### src/rtl/ttom_pkg.sv
// Shared constants, codes and helper function for the tour 3-opt move block.
// Depends on nothing; every other file of the block imports it.
`default_nettype none

package ttom_pkg;

   // Defaults for the top-level parameters.
   localparam int DEF_MAX_JOBS = 64;
   localparam int DEF_JOB_BITS = 16;

   // Fixed field widths of the channels.
   localparam int JOB_ID_BITS   = 16;
   localparam int TOUR_JOB_BITS = 16;
   localparam int MOVE_BITS     = 3;
   localparam int CUT_BITS      = 6;

   // Reconnection cases.
   localparam logic [MOVE_BITS-1:0] MOVE_REV_BE     = 3'd0;
   localparam logic [MOVE_BITS-1:0] MOVE_REV_DE     = 3'd1;
   localparam logic [MOVE_BITS-1:0] MOVE_REV_BC     = 3'd2;
   localparam logic [MOVE_BITS-1:0] MOVE_BE_BBED    = 3'd3;
   localparam logic [MOVE_BITS-1:0] MOVE_BE_BBED_EC = 3'd4;
   localparam logic [MOVE_BITS-1:0] MOVE_BE_EC      = 3'd5;
   localparam logic [MOVE_BITS-1:0] MOVE_DE_BC      = 3'd6;
   localparam logic [MOVE_BITS-1:0] MOVE_KEEP       = 3'd7;

   // Segment reversal kinds, named after their two ends.
   localparam int REV_BITS = 3;
   localparam logic [REV_BITS-1:0] REV_NONE  = 3'd0;
   localparam logic [REV_BITS-1:0] REV_B_E   = 3'd1;
   localparam logic [REV_BITS-1:0] REV_D_E   = 3'd2;
   localparam logic [REV_BITS-1:0] REV_B_C   = 3'd3;
   localparam logic [REV_BITS-1:0] REV_B_BED = 3'd4;
   localparam logic [REV_BITS-1:0] REV_ECB_E = 3'd5;

   localparam int STEP_BITS = 2;

   // Returns the reversal that a move performs at a given step, or none
   // once the move has run out of reversals.
   function automatic logic [REV_BITS-1:0] rev_kind(input logic [MOVE_BITS-1:0] mt,
                                                    input logic [STEP_BITS-1:0] step);
      logic [REV_BITS-1:0] kind;
      kind = REV_NONE;
      unique case (mt)
         MOVE_REV_BE: begin
            if (step == 2'd0) kind = REV_B_E;
         end
         MOVE_REV_DE: begin
            if (step == 2'd0) kind = REV_D_E;
         end
         MOVE_REV_BC: begin
            if (step == 2'd0) kind = REV_B_C;
         end
         MOVE_BE_BBED: begin
            if (step == 2'd0) kind = REV_B_E;
            else if (step == 2'd1) kind = REV_B_BED;
         end
         MOVE_BE_BBED_EC: begin
            if (step == 2'd0) kind = REV_B_E;
            else if (step == 2'd1) kind = REV_B_BED;
            else if (step == 2'd2) kind = REV_ECB_E;
         end
         MOVE_BE_EC: begin
            if (step == 2'd0) kind = REV_B_E;
            else if (step == 2'd1) kind = REV_ECB_E;
         end
         MOVE_DE_BC: begin
            if (step == 2'd0) kind = REV_D_E;
            else if (step == 2'd1) kind = REV_B_C;
         end
         MOVE_KEEP: kind = REV_NONE;
         default: kind = REV_NONE;
      endcase
      return kind;
   endfunction

endpackage

`default_nettype wire

### src/rtl/ttom_if.sv
// Valid/ready channel interfaces for the tour load items and the tour result items.
// Depends on ttom_pkg for the field widths.
`default_nettype none

interface ttom_req_if
   import ttom_pkg::*;
   ();
   logic                   valid;
   logic                   ready;
   logic [JOB_ID_BITS-1:0] job_id;
   logic                   last_job;
   logic [MOVE_BITS-1:0]   move_type;
   logic [CUT_BITS-1:0]    first_cut;
   logic [CUT_BITS-1:0]    second_cut;
   logic [CUT_BITS-1:0]    third_cut;

   modport source (output valid, job_id, last_job, move_type, first_cut, second_cut,
                   third_cut, input ready);
   modport sink (input valid, job_id, last_job, move_type, first_cut, second_cut,
                 third_cut, output ready);
endinterface

interface ttom_rsp_if
   import ttom_pkg::*;
   ();
   logic                     valid;
   logic                     ready;
   logic [TOUR_JOB_BITS-1:0] tour_job;
   logic                     tour_last;

   modport source (output valid, tour_job, tour_last, input ready);
   modport sink (input valid, tour_job, tour_last, output ready);
endinterface

`default_nettype wire

### src/rtl/ttom_rem.sv
// Bit-serial restoring remainder unit: cut position modulo tour length.
// Depends on ttom_pkg for the cut width.
`default_nettype none

module ttom_rem
   import ttom_pkg::*;
#(
   parameter int DIV_BITS = 7
) (
   input  wire logic                clock,
   input  wire logic                reset,
   input  wire logic                start,
   input  wire logic [CUT_BITS-1:0] dividend,
   input  wire logic [DIV_BITS-1:0] divisor,
   output logic                     busy,
   output logic [DIV_BITS-1:0]      remainder
);

   localparam int CNT_BITS = $clog2(CUT_BITS);

   logic                busy_ff, busy_in;
   logic [CNT_BITS-1:0] cnt_ff, cnt_in;
   logic [CUT_BITS-1:0] dvd_ff, dvd_in;
   logic [DIV_BITS-1:0] rem_ff, rem_in;
   logic [DIV_BITS:0]   part;

   // One dividend bit per cycle, most significant first; the divisor is held by the caller.
   always_comb begin
      busy_in = busy_ff;
      cnt_in  = cnt_ff;
      dvd_in  = dvd_ff;
      rem_in  = rem_ff;
      part    = {rem_ff, dvd_ff[CUT_BITS-1]};
      if (start) begin
         busy_in = 1'b1;
         cnt_in  = '0;
         dvd_in  = dividend;
         rem_in  = '0;
      end else if (busy_ff) begin
         dvd_in = dvd_ff << 1;
         if (part >= {1'b0, divisor}) begin
            rem_in = DIV_BITS'(part - {1'b0, divisor});
         end else begin
            rem_in = DIV_BITS'(part);
         end
         cnt_in = cnt_ff + CNT_BITS'(1);
         if (cnt_ff == CNT_BITS'(CUT_BITS - 1)) busy_in = 1'b0;
      end
   end

   always_ff @(posedge clock) begin
      if (reset) begin
         busy_ff <= 1'b0;
      end else begin
         busy_ff <= busy_in;
      end
      cnt_ff <= cnt_in;
      dvd_ff <= dvd_in;
      rem_ff <= rem_in;
   end

   assign busy      = busy_ff;
   assign remainder = rem_ff;

endmodule

`default_nettype wire

### src/rtl/tour_three_opt_move_core.sv
// Top level of the tour 3-opt move block: tour memory, move sequencer and readout.
// Depends on ttom_pkg, the channel interfaces in ttom_if and the remainder unit ttom_rem.
`default_nettype none

// The block collects a tour of job identifiers, one per input item, into a
// single-port-write, dual-read synchronous memory. A load item is taken
// whenever valid and ready are both high. The item marked last_job also
// carries a move type and three cut positions; the block then reduces the
// cuts modulo the tour length in bit-serial remainder units, and runs the
// move as a sequence of up to three circular segment reversals. Each
// reversal has two setup states and then, per swap of two entries, one
// state to read both and one write-back state per entry, since the memory
// has one write port. The new tour is then read out in order, with
// tour_last set on the final element: each result item is read from memory
// and then loaded into the output register, and the next is read only once
// that register is free. Items beyond MAX_JOBS are not stored, but a
// last_job item beyond capacity still starts the move on the stored tour.
// New load items are accepted only while no move or readout is under way;
// the last result item may still wait in the output register while the
// next tour loads. Memory contents are not cleared by reset; only entries
// written during the current load are ever read.
module tour_three_opt_move_core
   import ttom_pkg::*;
#(
   parameter int MAX_JOBS = DEF_MAX_JOBS,
   parameter int JOB_BITS = DEF_JOB_BITS
) (
   input  wire logic   clock,
   input  wire logic   reset,
   ttom_req_if.sink    req_if,
   ttom_rsp_if.source  rsp_if
);

   localparam int ADDR_BITS = $clog2(MAX_JOBS);
   localparam int LEN_BITS  = $clog2(MAX_JOBS + 1);
   // Signed positions cover the unwrapped segment ends and their differences.
   localparam int POS_BITS  = LEN_BITS + 3;

   localparam int ST_BITS = 4;
   localparam logic [ST_BITS-1:0] S_LOAD    = 4'd0;
   localparam logic [ST_BITS-1:0] S_MOD     = 4'd1;
   localparam logic [ST_BITS-1:0] S_PREP    = 4'd2;
   localparam logic [ST_BITS-1:0] S_REV_SET = 4'd3;
   localparam logic [ST_BITS-1:0] S_REV_CNT = 4'd4;
   localparam logic [ST_BITS-1:0] S_SW_RD   = 4'd5;
   localparam logic [ST_BITS-1:0] S_SW_WA   = 4'd6;
   localparam logic [ST_BITS-1:0] S_SW_WB   = 4'd7;
   localparam logic [ST_BITS-1:0] S_EM_RD   = 4'd8;
   localparam logic [ST_BITS-1:0] S_EM_LD   = 4'd9;

   typedef logic signed [POS_BITS-1:0] pos_type;

   // Tour memory and its registered read ports.
   logic [JOB_BITS-1:0] mem [MAX_JOBS];
   logic [JOB_BITS-1:0] rd_a_ff;
   logic [JOB_BITS-1:0] rd_b_ff;

   logic                 wr_en;
   logic [ADDR_BITS-1:0] wr_addr;
   logic [JOB_BITS-1:0]  wr_data;
   logic                 rd_en_a;
   logic [ADDR_BITS-1:0] rd_addr_a;
   logic                 rd_en_b;

   logic [ST_BITS-1:0]   state_ff, state_in;
   logic [LEN_BITS-1:0]  len_ff, len_in;
   logic [LEN_BITS-1:0]  s_ff, s_in;
   logic [MOVE_BITS-1:0] mt_ff, mt_in;
   logic [ADDR_BITS-1:0] b_ff, b_in;
   logic [ADDR_BITS-1:0] c_ff, c_in;
   logic [ADDR_BITS-1:0] d_ff, d_in;
   logic [ADDR_BITS-1:0] e_ff, e_in;
   logic [STEP_BITS-1:0] step_ff, step_in;
   pos_type              p_ff, p_in;
   pos_type              q_ff, q_in;
   logic [ADDR_BITS-1:0] a_ptr_ff, a_ptr_in;
   logic [ADDR_BITS-1:0] b_ptr_ff, b_ptr_in;
   logic [LEN_BITS-1:0]  n_ff, n_in;
   logic [LEN_BITS-1:0]  k_ff, k_in;

   logic                     rsp_valid_ff, rsp_valid_in;
   logic [TOUR_JOB_BITS-1:0] rsp_job_ff, rsp_job_in;
   logic                     rsp_last_ff, rsp_last_in;

   // Remainder units for the three cuts.
   logic                rem_start;
   logic                x_busy, y_busy, z_busy;
   logic [LEN_BITS-1:0] x_rem, y_rem, z_rem;

   // Combinational helpers.
   logic                 req_fire;
   logic [LEN_BITS-1:0]  len_next;
   logic [LEN_BITS-1:0]  x_inc, y_inc;
   logic [REV_BITS-1:0]  kind;
   pos_type              s_pos, pb, pc, pd, pe;
   pos_type              diff, cnt_raw;
   logic [LEN_BITS-1:0]  a_plus;

   ttom_rem #(.DIV_BITS(LEN_BITS)) u_rem_x (
      .clock     (clock),
      .reset     (reset),
      .start     (rem_start),
      .dividend  (req_if.first_cut),
      .divisor   (s_in),
      .busy      (x_busy),
      .remainder (x_rem)
   );

   ttom_rem #(.DIV_BITS(LEN_BITS)) u_rem_y (
      .clock     (clock),
      .reset     (reset),
      .start     (rem_start),
      .dividend  (req_if.second_cut),
      .divisor   (s_ff),
      .busy      (y_busy),
      .remainder (y_rem)
   );

   ttom_rem #(.DIV_BITS(LEN_BITS)) u_rem_z (
      .clock     (clock),
      .reset     (reset),
      .start     (rem_start),
      .dividend  (req_if.third_cut),
      .divisor   (s_ff),
      .busy      (z_busy),
      .remainder (z_rem)
   );

   assign req_if.ready = (state_ff == S_LOAD);
   assign req_fire     = req_if.valid && req_if.ready;
   // A full tour keeps its length; extra items are dropped.
   assign len_next     = (len_ff < LEN_BITS'(MAX_JOBS)) ? len_ff + LEN_BITS'(1) : len_ff;

   assign s_pos = signed'(POS_BITS'(s_ff));
   assign pb    = signed'(POS_BITS'(b_ff));
   assign pc    = signed'(POS_BITS'(c_ff));
   assign pd    = signed'(POS_BITS'(d_ff));
   assign pe    = signed'(POS_BITS'(e_ff));
   assign x_inc = x_rem + LEN_BITS'(1);
   assign y_inc = y_rem + LEN_BITS'(1);
   assign kind  = rev_kind(mt_ff, step_ff);
   assign diff  = q_ff - p_ff;
   assign a_plus = LEN_BITS'(a_ptr_ff) + LEN_BITS'(1);

   always_comb begin
      state_in     = state_ff;
      len_in       = len_ff;
      s_in         = s_ff;
      mt_in        = mt_ff;
      b_in         = b_ff;
      c_in         = c_ff;
      d_in         = d_ff;
      e_in         = e_ff;
      step_in      = step_ff;
      p_in         = p_ff;
      q_in         = q_ff;
      a_ptr_in     = a_ptr_ff;
      b_ptr_in     = b_ptr_ff;
      n_in         = n_ff;
      k_in         = k_ff;
      rsp_job_in   = rsp_job_ff;
      rsp_last_in  = rsp_last_ff;
      rsp_valid_in = rsp_valid_ff && !rsp_if.ready;
      rem_start    = 1'b0;
      wr_en        = 1'b0;
      wr_addr      = a_ptr_ff;
      wr_data      = rd_b_ff;
      rd_en_a      = 1'b0;
      rd_addr_a    = a_ptr_ff;
      rd_en_b      = 1'b0;
      cnt_raw      = '0;

      unique case (state_ff)
         S_LOAD: begin
            if (req_fire) begin
               if (len_ff < LEN_BITS'(MAX_JOBS)) begin
                  wr_en   = 1'b1;
                  wr_addr = len_ff[ADDR_BITS-1:0];
                  wr_data = JOB_BITS'(req_if.job_id);
               end
               if (req_if.last_job) begin
                  // The stored length is never zero here: this item is
                  // stored, or the tour is already full.
                  s_in      = len_next;
                  len_in    = '0;
                  mt_in     = req_if.move_type;
                  rem_start = 1'b1;
                  state_in  = S_MOD;
               end else begin
                  len_in = len_next;
               end
            end
         end

         S_MOD: begin
            if (!x_busy && !y_busy && !z_busy) state_in = S_PREP;
         end

         S_PREP: begin
            // b and d are one past the first and second cut, wrapped.
            b_in     = (x_inc == s_ff) ? '0 : x_inc[ADDR_BITS-1:0];
            c_in     = y_rem[ADDR_BITS-1:0];
            d_in     = (y_inc == s_ff) ? '0 : y_inc[ADDR_BITS-1:0];
            e_in     = z_rem[ADDR_BITS-1:0];
            step_in  = '0;
            state_in = S_REV_SET;
         end

         S_REV_SET: begin
            // Unwrapped segment ends; the order comparison uses these.
            unique case (kind)
               REV_B_E: begin
                  p_in = pb;
                  q_in = pe;
               end
               REV_D_E: begin
                  p_in = pd;
                  q_in = pe;
               end
               REV_B_C: begin
                  p_in = pb;
                  q_in = pc;
               end
               REV_B_BED: begin
                  p_in = pb;
                  q_in = pb + (pe - pd);
               end
               REV_ECB_E: begin
                  p_in = pe - (pc - pb);
                  q_in = pe;
               end
               default: begin
                  p_in = p_ff;
                  q_in = q_ff;
               end
            endcase
            if (kind == REV_NONE) begin
               k_in     = '0;
               state_in = S_EM_RD;
            end else begin
               state_in = S_REV_CNT;
            end
         end

         S_REV_CNT: begin
            // Swap count: half the segment length, rounding the middle in.
            if (diff > 0) begin
               cnt_raw = diff + pos_type'(1);
            end else if (diff < 0) begin
               cnt_raw = s_pos + diff + pos_type'(2);
            end else begin
               cnt_raw = '0;
            end
            if (cnt_raw > 0) begin
               n_in = LEN_BITS'(cnt_raw >>> 1);
            end else begin
               n_in = '0;
            end
            // Both ends lie within one tour length of the valid range.
            if (p_ff < 0) begin
               a_ptr_in = ADDR_BITS'(p_ff + s_pos);
            end else if (p_ff >= s_pos) begin
               a_ptr_in = ADDR_BITS'(p_ff - s_pos);
            end else begin
               a_ptr_in = ADDR_BITS'(p_ff);
            end
            if (q_ff < 0) begin
               b_ptr_in = ADDR_BITS'(q_ff + s_pos);
            end else if (q_ff >= s_pos) begin
               b_ptr_in = ADDR_BITS'(q_ff - s_pos);
            end else begin
               b_ptr_in = ADDR_BITS'(q_ff);
            end
            if (n_in == '0) begin
               step_in  = step_ff + STEP_BITS'(1);
               state_in = S_REV_SET;
            end else begin
               state_in = S_SW_RD;
            end
         end

         S_SW_RD: begin
            rd_en_a   = 1'b1;
            rd_addr_a = a_ptr_ff;
            rd_en_b   = 1'b1;
            state_in  = S_SW_WA;
         end

         S_SW_WA: begin
            wr_en    = 1'b1;
            wr_addr  = a_ptr_ff;
            wr_data  = rd_b_ff;
            state_in = S_SW_WB;
         end

         S_SW_WB: begin
            // The next swap reads only after both writes have landed.
            wr_en    = 1'b1;
            wr_addr  = b_ptr_ff;
            wr_data  = rd_a_ff;
            a_ptr_in = (a_plus == s_ff) ? '0 : a_plus[ADDR_BITS-1:0];
            b_ptr_in = (b_ptr_ff == '0) ? ADDR_BITS'(s_ff - LEN_BITS'(1))
                                        : b_ptr_ff - ADDR_BITS'(1);
            n_in     = n_ff - LEN_BITS'(1);
            if (n_ff == LEN_BITS'(1)) begin
               step_in  = step_ff + STEP_BITS'(1);
               state_in = S_REV_SET;
            end else begin
               state_in = S_SW_RD;
            end
         end

         S_EM_RD: begin
            // Read only when the output register is free by the next edge.
            if (!rsp_valid_ff || rsp_if.ready) begin
               rd_en_a   = 1'b1;
               rd_addr_a = k_ff[ADDR_BITS-1:0];
               state_in  = S_EM_LD;
            end
         end

         S_EM_LD: begin
            rsp_valid_in = 1'b1;
            rsp_job_in   = TOUR_JOB_BITS'(rd_a_ff);
            rsp_last_in  = (k_ff == s_ff - LEN_BITS'(1));
            k_in         = k_ff + LEN_BITS'(1);
            if (k_ff == s_ff - LEN_BITS'(1)) begin
               state_in = S_LOAD;
            end else begin
               state_in = S_EM_RD;
            end
         end

         default: state_in = S_LOAD;
      endcase
   end

   always_ff @(posedge clock) begin
      if (wr_en) mem[wr_addr] <= wr_data;
      if (rd_en_a) rd_a_ff <= mem[rd_addr_a];
      if (rd_en_b) rd_b_ff <= mem[b_ptr_ff];
   end

   always_ff @(posedge clock) begin
      if (reset) begin
         state_ff     <= S_LOAD;
         len_ff       <= '0;
         rsp_valid_ff <= 1'b0;
      end else begin
         state_ff     <= state_in;
         len_ff       <= len_in;
         rsp_valid_ff <= rsp_valid_in;
      end
      s_ff        <= s_in;
      mt_ff       <= mt_in;
      b_ff        <= b_in;
      c_ff        <= c_in;
      d_ff        <= d_in;
      e_ff        <= e_in;
      step_ff     <= step_in;
      p_ff        <= p_in;
      q_ff        <= q_in;
      a_ptr_ff    <= a_ptr_in;
      b_ptr_ff    <= b_ptr_in;
      n_ff        <= n_in;
      k_ff        <= k_in;
      rsp_job_ff  <= rsp_job_in;
      rsp_last_ff <= rsp_last_in;
   end

   assign rsp_if.valid     = rsp_valid_ff;
   assign rsp_if.tour_job  = rsp_job_ff;
   assign rsp_if.tour_last = rsp_last_ff;

endmodule

`default_nettype wire

### src/flat_wrapper.sv
// flat-port wrapper written by rule: the top's interface ports become plain ports
module tour_three_opt_move_core_flat import ttom_pkg::*;
#(
   parameter int MAX_JOBS = DEF_MAX_JOBS,
   parameter int JOB_BITS = DEF_JOB_BITS
)
  (clock, reset, req_if_valid, req_if_job_id, req_if_last_job, req_if_move_type, req_if_first_cut, req_if_second_cut, req_if_third_cut, req_if_ready, rsp_if_valid, rsp_if_tour_job, rsp_if_tour_last, rsp_if_ready);
  ttom_req_if req_if_i ();
  ttom_rsp_if rsp_if_i ();
  input  wire logic clock;
  input  wire logic reset;
  input wire logic [$bits(req_if_i.valid)-1:0] req_if_valid;
  input wire logic [$bits(req_if_i.job_id)-1:0] req_if_job_id;
  input wire logic [$bits(req_if_i.last_job)-1:0] req_if_last_job;
  input wire logic [$bits(req_if_i.move_type)-1:0] req_if_move_type;
  input wire logic [$bits(req_if_i.first_cut)-1:0] req_if_first_cut;
  input wire logic [$bits(req_if_i.second_cut)-1:0] req_if_second_cut;
  input wire logic [$bits(req_if_i.third_cut)-1:0] req_if_third_cut;
  output wire logic [$bits(req_if_i.ready)-1:0] req_if_ready;
  output wire logic [$bits(rsp_if_i.valid)-1:0] rsp_if_valid;
  output wire logic [$bits(rsp_if_i.tour_job)-1:0] rsp_if_tour_job;
  output wire logic [$bits(rsp_if_i.tour_last)-1:0] rsp_if_tour_last;
  input wire logic [$bits(rsp_if_i.ready)-1:0] rsp_if_ready;
  assign req_if_i.valid = req_if_valid;
  assign req_if_i.job_id = req_if_job_id;
  assign req_if_i.last_job = req_if_last_job;
  assign req_if_i.move_type = req_if_move_type;
  assign req_if_i.first_cut = req_if_first_cut;
  assign req_if_i.second_cut = req_if_second_cut;
  assign req_if_i.third_cut = req_if_third_cut;
  assign req_if_ready = req_if_i.ready;
  assign rsp_if_valid = rsp_if_i.valid;
  assign rsp_if_tour_job = rsp_if_i.tour_job;
  assign rsp_if_tour_last = rsp_if_i.tour_last;
  assign rsp_if_i.ready = rsp_if_ready;
  tour_three_opt_move_core #(.MAX_JOBS(MAX_JOBS), .JOB_BITS(JOB_BITS)) u_core (.clock(clock), .reset(reset), .req_if(req_if_i), .rsp_if(rsp_if_i));
endmodule
### config.mk
export PLATFORM = sky130hd
export DESIGN_NAME = tour_three_opt_move_core_flat
export DESIGN_NICKNAME = d
export VERILOG_FILES = /design/src/rtl/ttom_pkg.sv /design/src/rtl/ttom_if.sv /design/src/rtl/ttom_rem.sv /design/src/rtl/tour_three_opt_move_core.sv /design/src/flat_wrapper.sv
export SDC_FILE = /design/constraint.sdc
export NUM_CORES = 2
export LEC_CHECK = 0
export BUFFER_PORTS_ARGS = -buffer_cell sky130_fd_sc_hd__buf_2
export CORE_MARGIN = 4
export CORE_UTILIZATION = 46
export CTS_BUF_LIST = sky130_fd_sc_hd__clkbuf_16
export DETAILED_ROUTE_END_ITERATION = 16
export PLACE_DENSITY_LB_ADDON = 0.08
export SYNTH_ARGS = -nofsm -noshare
export SYNTH_HDL_FRONTEND = slang
export SYNTH_HIERARCHICAL = 1
export SYNTH_SLANG_ARGS = --single-unit
### constraint.sdc
create_clock -name clock -period 5.5 [get_ports clock]
set_input_delay 0.275 -clock clock [delete_from_list [all_inputs] [get_ports clock]]
set_output_delay 0.275 -clock clock [all_outputs]
set_load 0.05 [all_outputs]
==> flow_metrics.env <==
export IMPL_netSwitchingFraction_pct=32.36
export IMPL_final_fill_count=10900
export IMPL_hold_class="input port to flop"
export IMPL_status="finished, final reports clean"
export IMPL_grt_use_total_pct=28.12
export IMPL_syn_inst=4224
export IMPL_vias=39590
export IMPL_synth_top_family_by_area="multiplexers"
export IMPL_finalPower_uw=28180
export IMPL_cts_hold_buffers=26
export IMPL_relSlewSlack_pct=19.84
export IMPL_synthDistinctLibCells=92
export IMPL_postCtsResizedCells=0
export IMPL_synth_top_area_share_pct=57.21
export IMPL_cts_tree="done"
export IMPL_die_w_um=372.1
export IMPL_firstDrtPassIters=6
export IMPL_synth_edf_count=1162
export IMPL_synth_area_top_cells="edfxtp_1 (57%), mux4_2 (16%), nand2_1 (3.6%), ha_1 (2.3%), nand3_1 (2.3%)"
export IMPL_internal_power_uw=19060
export IMPL_slew_violations=0
export IMPL_synth_warning_count=6
export IMPL_gp_congestion=0.8988
export IMPL_finalInstanceArea_mm2=0.06862
export IMPL_synth_mux_area_share_pct=17.76
export IMPL_crit_path_start_kind="flop"
export IMPL_vdd_drop_max_v=0.0003258
export IMPL_place_area_mm2=0.06412
export IMPL_die_area_mm2=0.1385
export IMPL_io_buffers=60
export IMPL_synth_simple_gate_area_share_pct=10.23
export IMPL_cts_htree_levels=4
export IMPL_dpl_hpwl_um=126700
export IMPL_cts_root_buf="clkbuf_16"
export IMPL_postCtsSetupRepairBufs=0
export IMPL_io_pins=61
export IMPL_hold_violations=0
export IMPL_grt_pass1_wl_um=278000
export IMPL_synth_nets=4391
export IMPL_setup_viol=0
export IMPL_place_ws_ps=612.7
export IMPL_drt_iter0_drc=4759
export IMPL_routed_via_density=6.384
export IMPL_wire_per_inst_um=31.20
export IMPL_power_share_clock_pct=31.0
export IMPL_ys_ff_latch=1214
export IMPL_hold_ws_ps=284.0
export IMPL_synthToLayoutAreaGrowth_pct=12.51
export IMPL_routed_wl_um=193500
export IMPL_antenna_found_initial=11
export IMPL_cts_sinks=1214
export IMPL_synth_fa_ha_area_share_pct=2.724
export IMPL_drive_gt1_share_pct=23.26
export IMPL_antenna_left=0
export IMPL_syn_avg_cell_area_um2=14.44
export IMPL_fmax_ghz=0.2021
export IMPL_critPathMaxFanout=8
export IMPL_fin_ws_ps=552.0
export IMPL_initial_utilization_pct=46.33
export IMPL_power_density_mw_per_mm2=410.7
export IMPL_yosysSeqAreaShare_pct=58.92
export IMPL_worstPathArrival_ps=5450
export IMPL_switching_power_uw=9119
export IMPL_numCtsBuffers=136
export IMPL_worstMarginPinSlew_ps=1201
export IMPL_synth_async_sr_flop_share_pct=0
export IMPL_final_common_cell="edfxtp_1"
export IMPL_required_ps=6010
export IMPL_nets=4507
export IMPL_yosys_area_top_type="edfxtp_1"
export IMPL_synth_compound_area_share_pct=6.081
export IMPL_drv_cap=0
export IMPL_grt_overflow=0
export IMPL_core_mm2=0.1316
export IMPL_synthFlopType="edfxtp_1"
export IMPL_tns_ps=0
export IMPL_grt_max_degree=117
export IMPL_clk_pin_slew_worst_paths_ps=60
export IMPL_clock_latency_ps=770
export IMPL_fin_skew_ps=26.33
export IMPL_pwr_share_comb_pct=28.2
export IMPL_worstSetupEndpointType="flop"
export IMPL_seq_power_share_pct=40.8
export IMPL_min_period_ps=4948
export IMPL_drc=0
export IMPL_rsz0062_at_grt="no"
export IMPL_power_leakage_uw=0.02302
export IMPL_cts_max_path_buffers=3
export IMPL_die_h_um=372.1
export IMPL_rows=133
export IMPL_layout_common_cells="edfxtp_1 (1162), nand2_1 (571), mux4_2 (446)"
export IMPL_timing_final_crit_share_pct=89.96
export IMPL_syn_cell_area_mm2=0.06099
export IMPL_crit_type="flop to flop"
export IMPL_first_global_vias=38280
export IMPL_synth_xor_area_share_pct=1.619
==> layer usage <==
metal  track usage [%]  vias up  wire length [um]
met3             6.554      311             18840
li1                  -    16920                 -
met1             40.57    20430             80800
met5                 0        -                29
met2             41.94     1929             86200
met4             10.13        2              7617
==> state kept, by name (all words and copies together), names as in the netlist, 7 cells and up <==
register	cells
u_core/mem	1024
u_core/rd_a_ff	16
u_core/rd_b_ff	16
u_core/rsp_if.tour_job	16
u_core/p_ff	8
u_core/q_ff	8
u_core/k_ff	7
u_core/len_ff	7
u_core/n_ff	7
u_core/s_ff	7
u_core/u_rem_x/remainder	7
u_core/u_rem_y/remainder	7
u_core/u_rem_z/remainder	7
==> power by group through the flow <==
stage | Clock, uW | Combinational, uW | Sequential (uW)
after CTS | 8890 | 7910 | 11500
after detailed placement | 0 | 7860 | 11700
after global placement | 0 | 7850 | 11700
after floorplan | 0 | 5240 | 11500
after global routing | 9290 | 8520 | 11500
final | 8730 | 7950 | 11500
==> metrics by stage <==
stage | utilization, % | instances
6_report | 52.13 | 6202
5_1_grt | 52.12 | 6198
4_1_cts | 52.12 | 6197
3_5_place_dp | 48.71 | 5931
3_3_place_gp | 48.71 | 5931
2_1_floorplan | - | 4224
==> worst max-delay path, stage by stage (launching register included) <==
cell and delay, ps:
edfxtp_1 470, inv_1 190, fa_1 460, nand2b_2 220, a21oi_4 150, xnor2_1 280, inv_1 120, ha_1 300
ha_1 350, o21ai_1 110, nor2_1 70, o21a_1 200, or3_4 350, a2111oi_4 370, or4b_1 490, a32oi_2 420
a21oi_1 130
==> cells by family (layout without fill, tap and decap cells) <==
kind of cell               Yosys count  in the layout
and+or+nand+nor                   1347           1347
DFF                               1214           1214
muxes                              522            522
AOI/OAI and AO/OA                  511            511
buffers and inverters              394            612
adders and majority gates          125            125
xor gates and xnor gates           111            111
other                                0              5
==> layout make-up <==
class                           instances  area [um2]  share of cell area, %
Timing Repair Buffer                  251        1999                  2.914
Multi-Input combinational cell       2616       23790                  34.68
Clock buffer                          143        3578                  5.215
Inverter                              121       454.2                 0.6619
Antenna cell                            5       12.51                0.01823
Tap cell                             1755        2196                  3.200
Clock inverter                         97       646.9                 0.9427
Sequential cell                      1214       35930                  52.37
==> cells in the mapped netlist (16+ instances only) <==
cell type	instances
a21oi_1	65
xor2_1	34
buf_2	77
a31oi_1	74
nor3_1	30
nor3b_1	27
and4_1	16
nand3_1	278
buf_1	40
nand2b_1	29
dfxtp_1	52
xnor2_1	75
mux2i_1	56
edfxtp_1	1162
ha_1	112
nand2_1	587
nand4_1	57
o21ai_0	53
mux4_2	446
clkbuf_1	145
nor2_1	205
a22oi_1	84
mux2_2	20
inv_1	117
nor2b_1	25
a32oi_1	18
==> worst paths after layout <==
| path | endpoint | slack [ps] | startpoint | cells past startpoint |
|---|---|---|---|---|
| worst min register to register | u_core/rsp_if.tour_job[0] | 490 | u_core/rd_a_ff[0] | 0 |
| worst min-delay path | u_core/mt_ff[0] | 280 | req_if_move_type[0] | 2 |
| worst max register to register | u_core/n_ff[6] | 550 | u_core/q_ff[1] | 16 |
| worst max-delay path | u_core/n_ff[6] | 550 | u_core/q_ff[1] | 16 |
(Power assumes the default switching activity.)
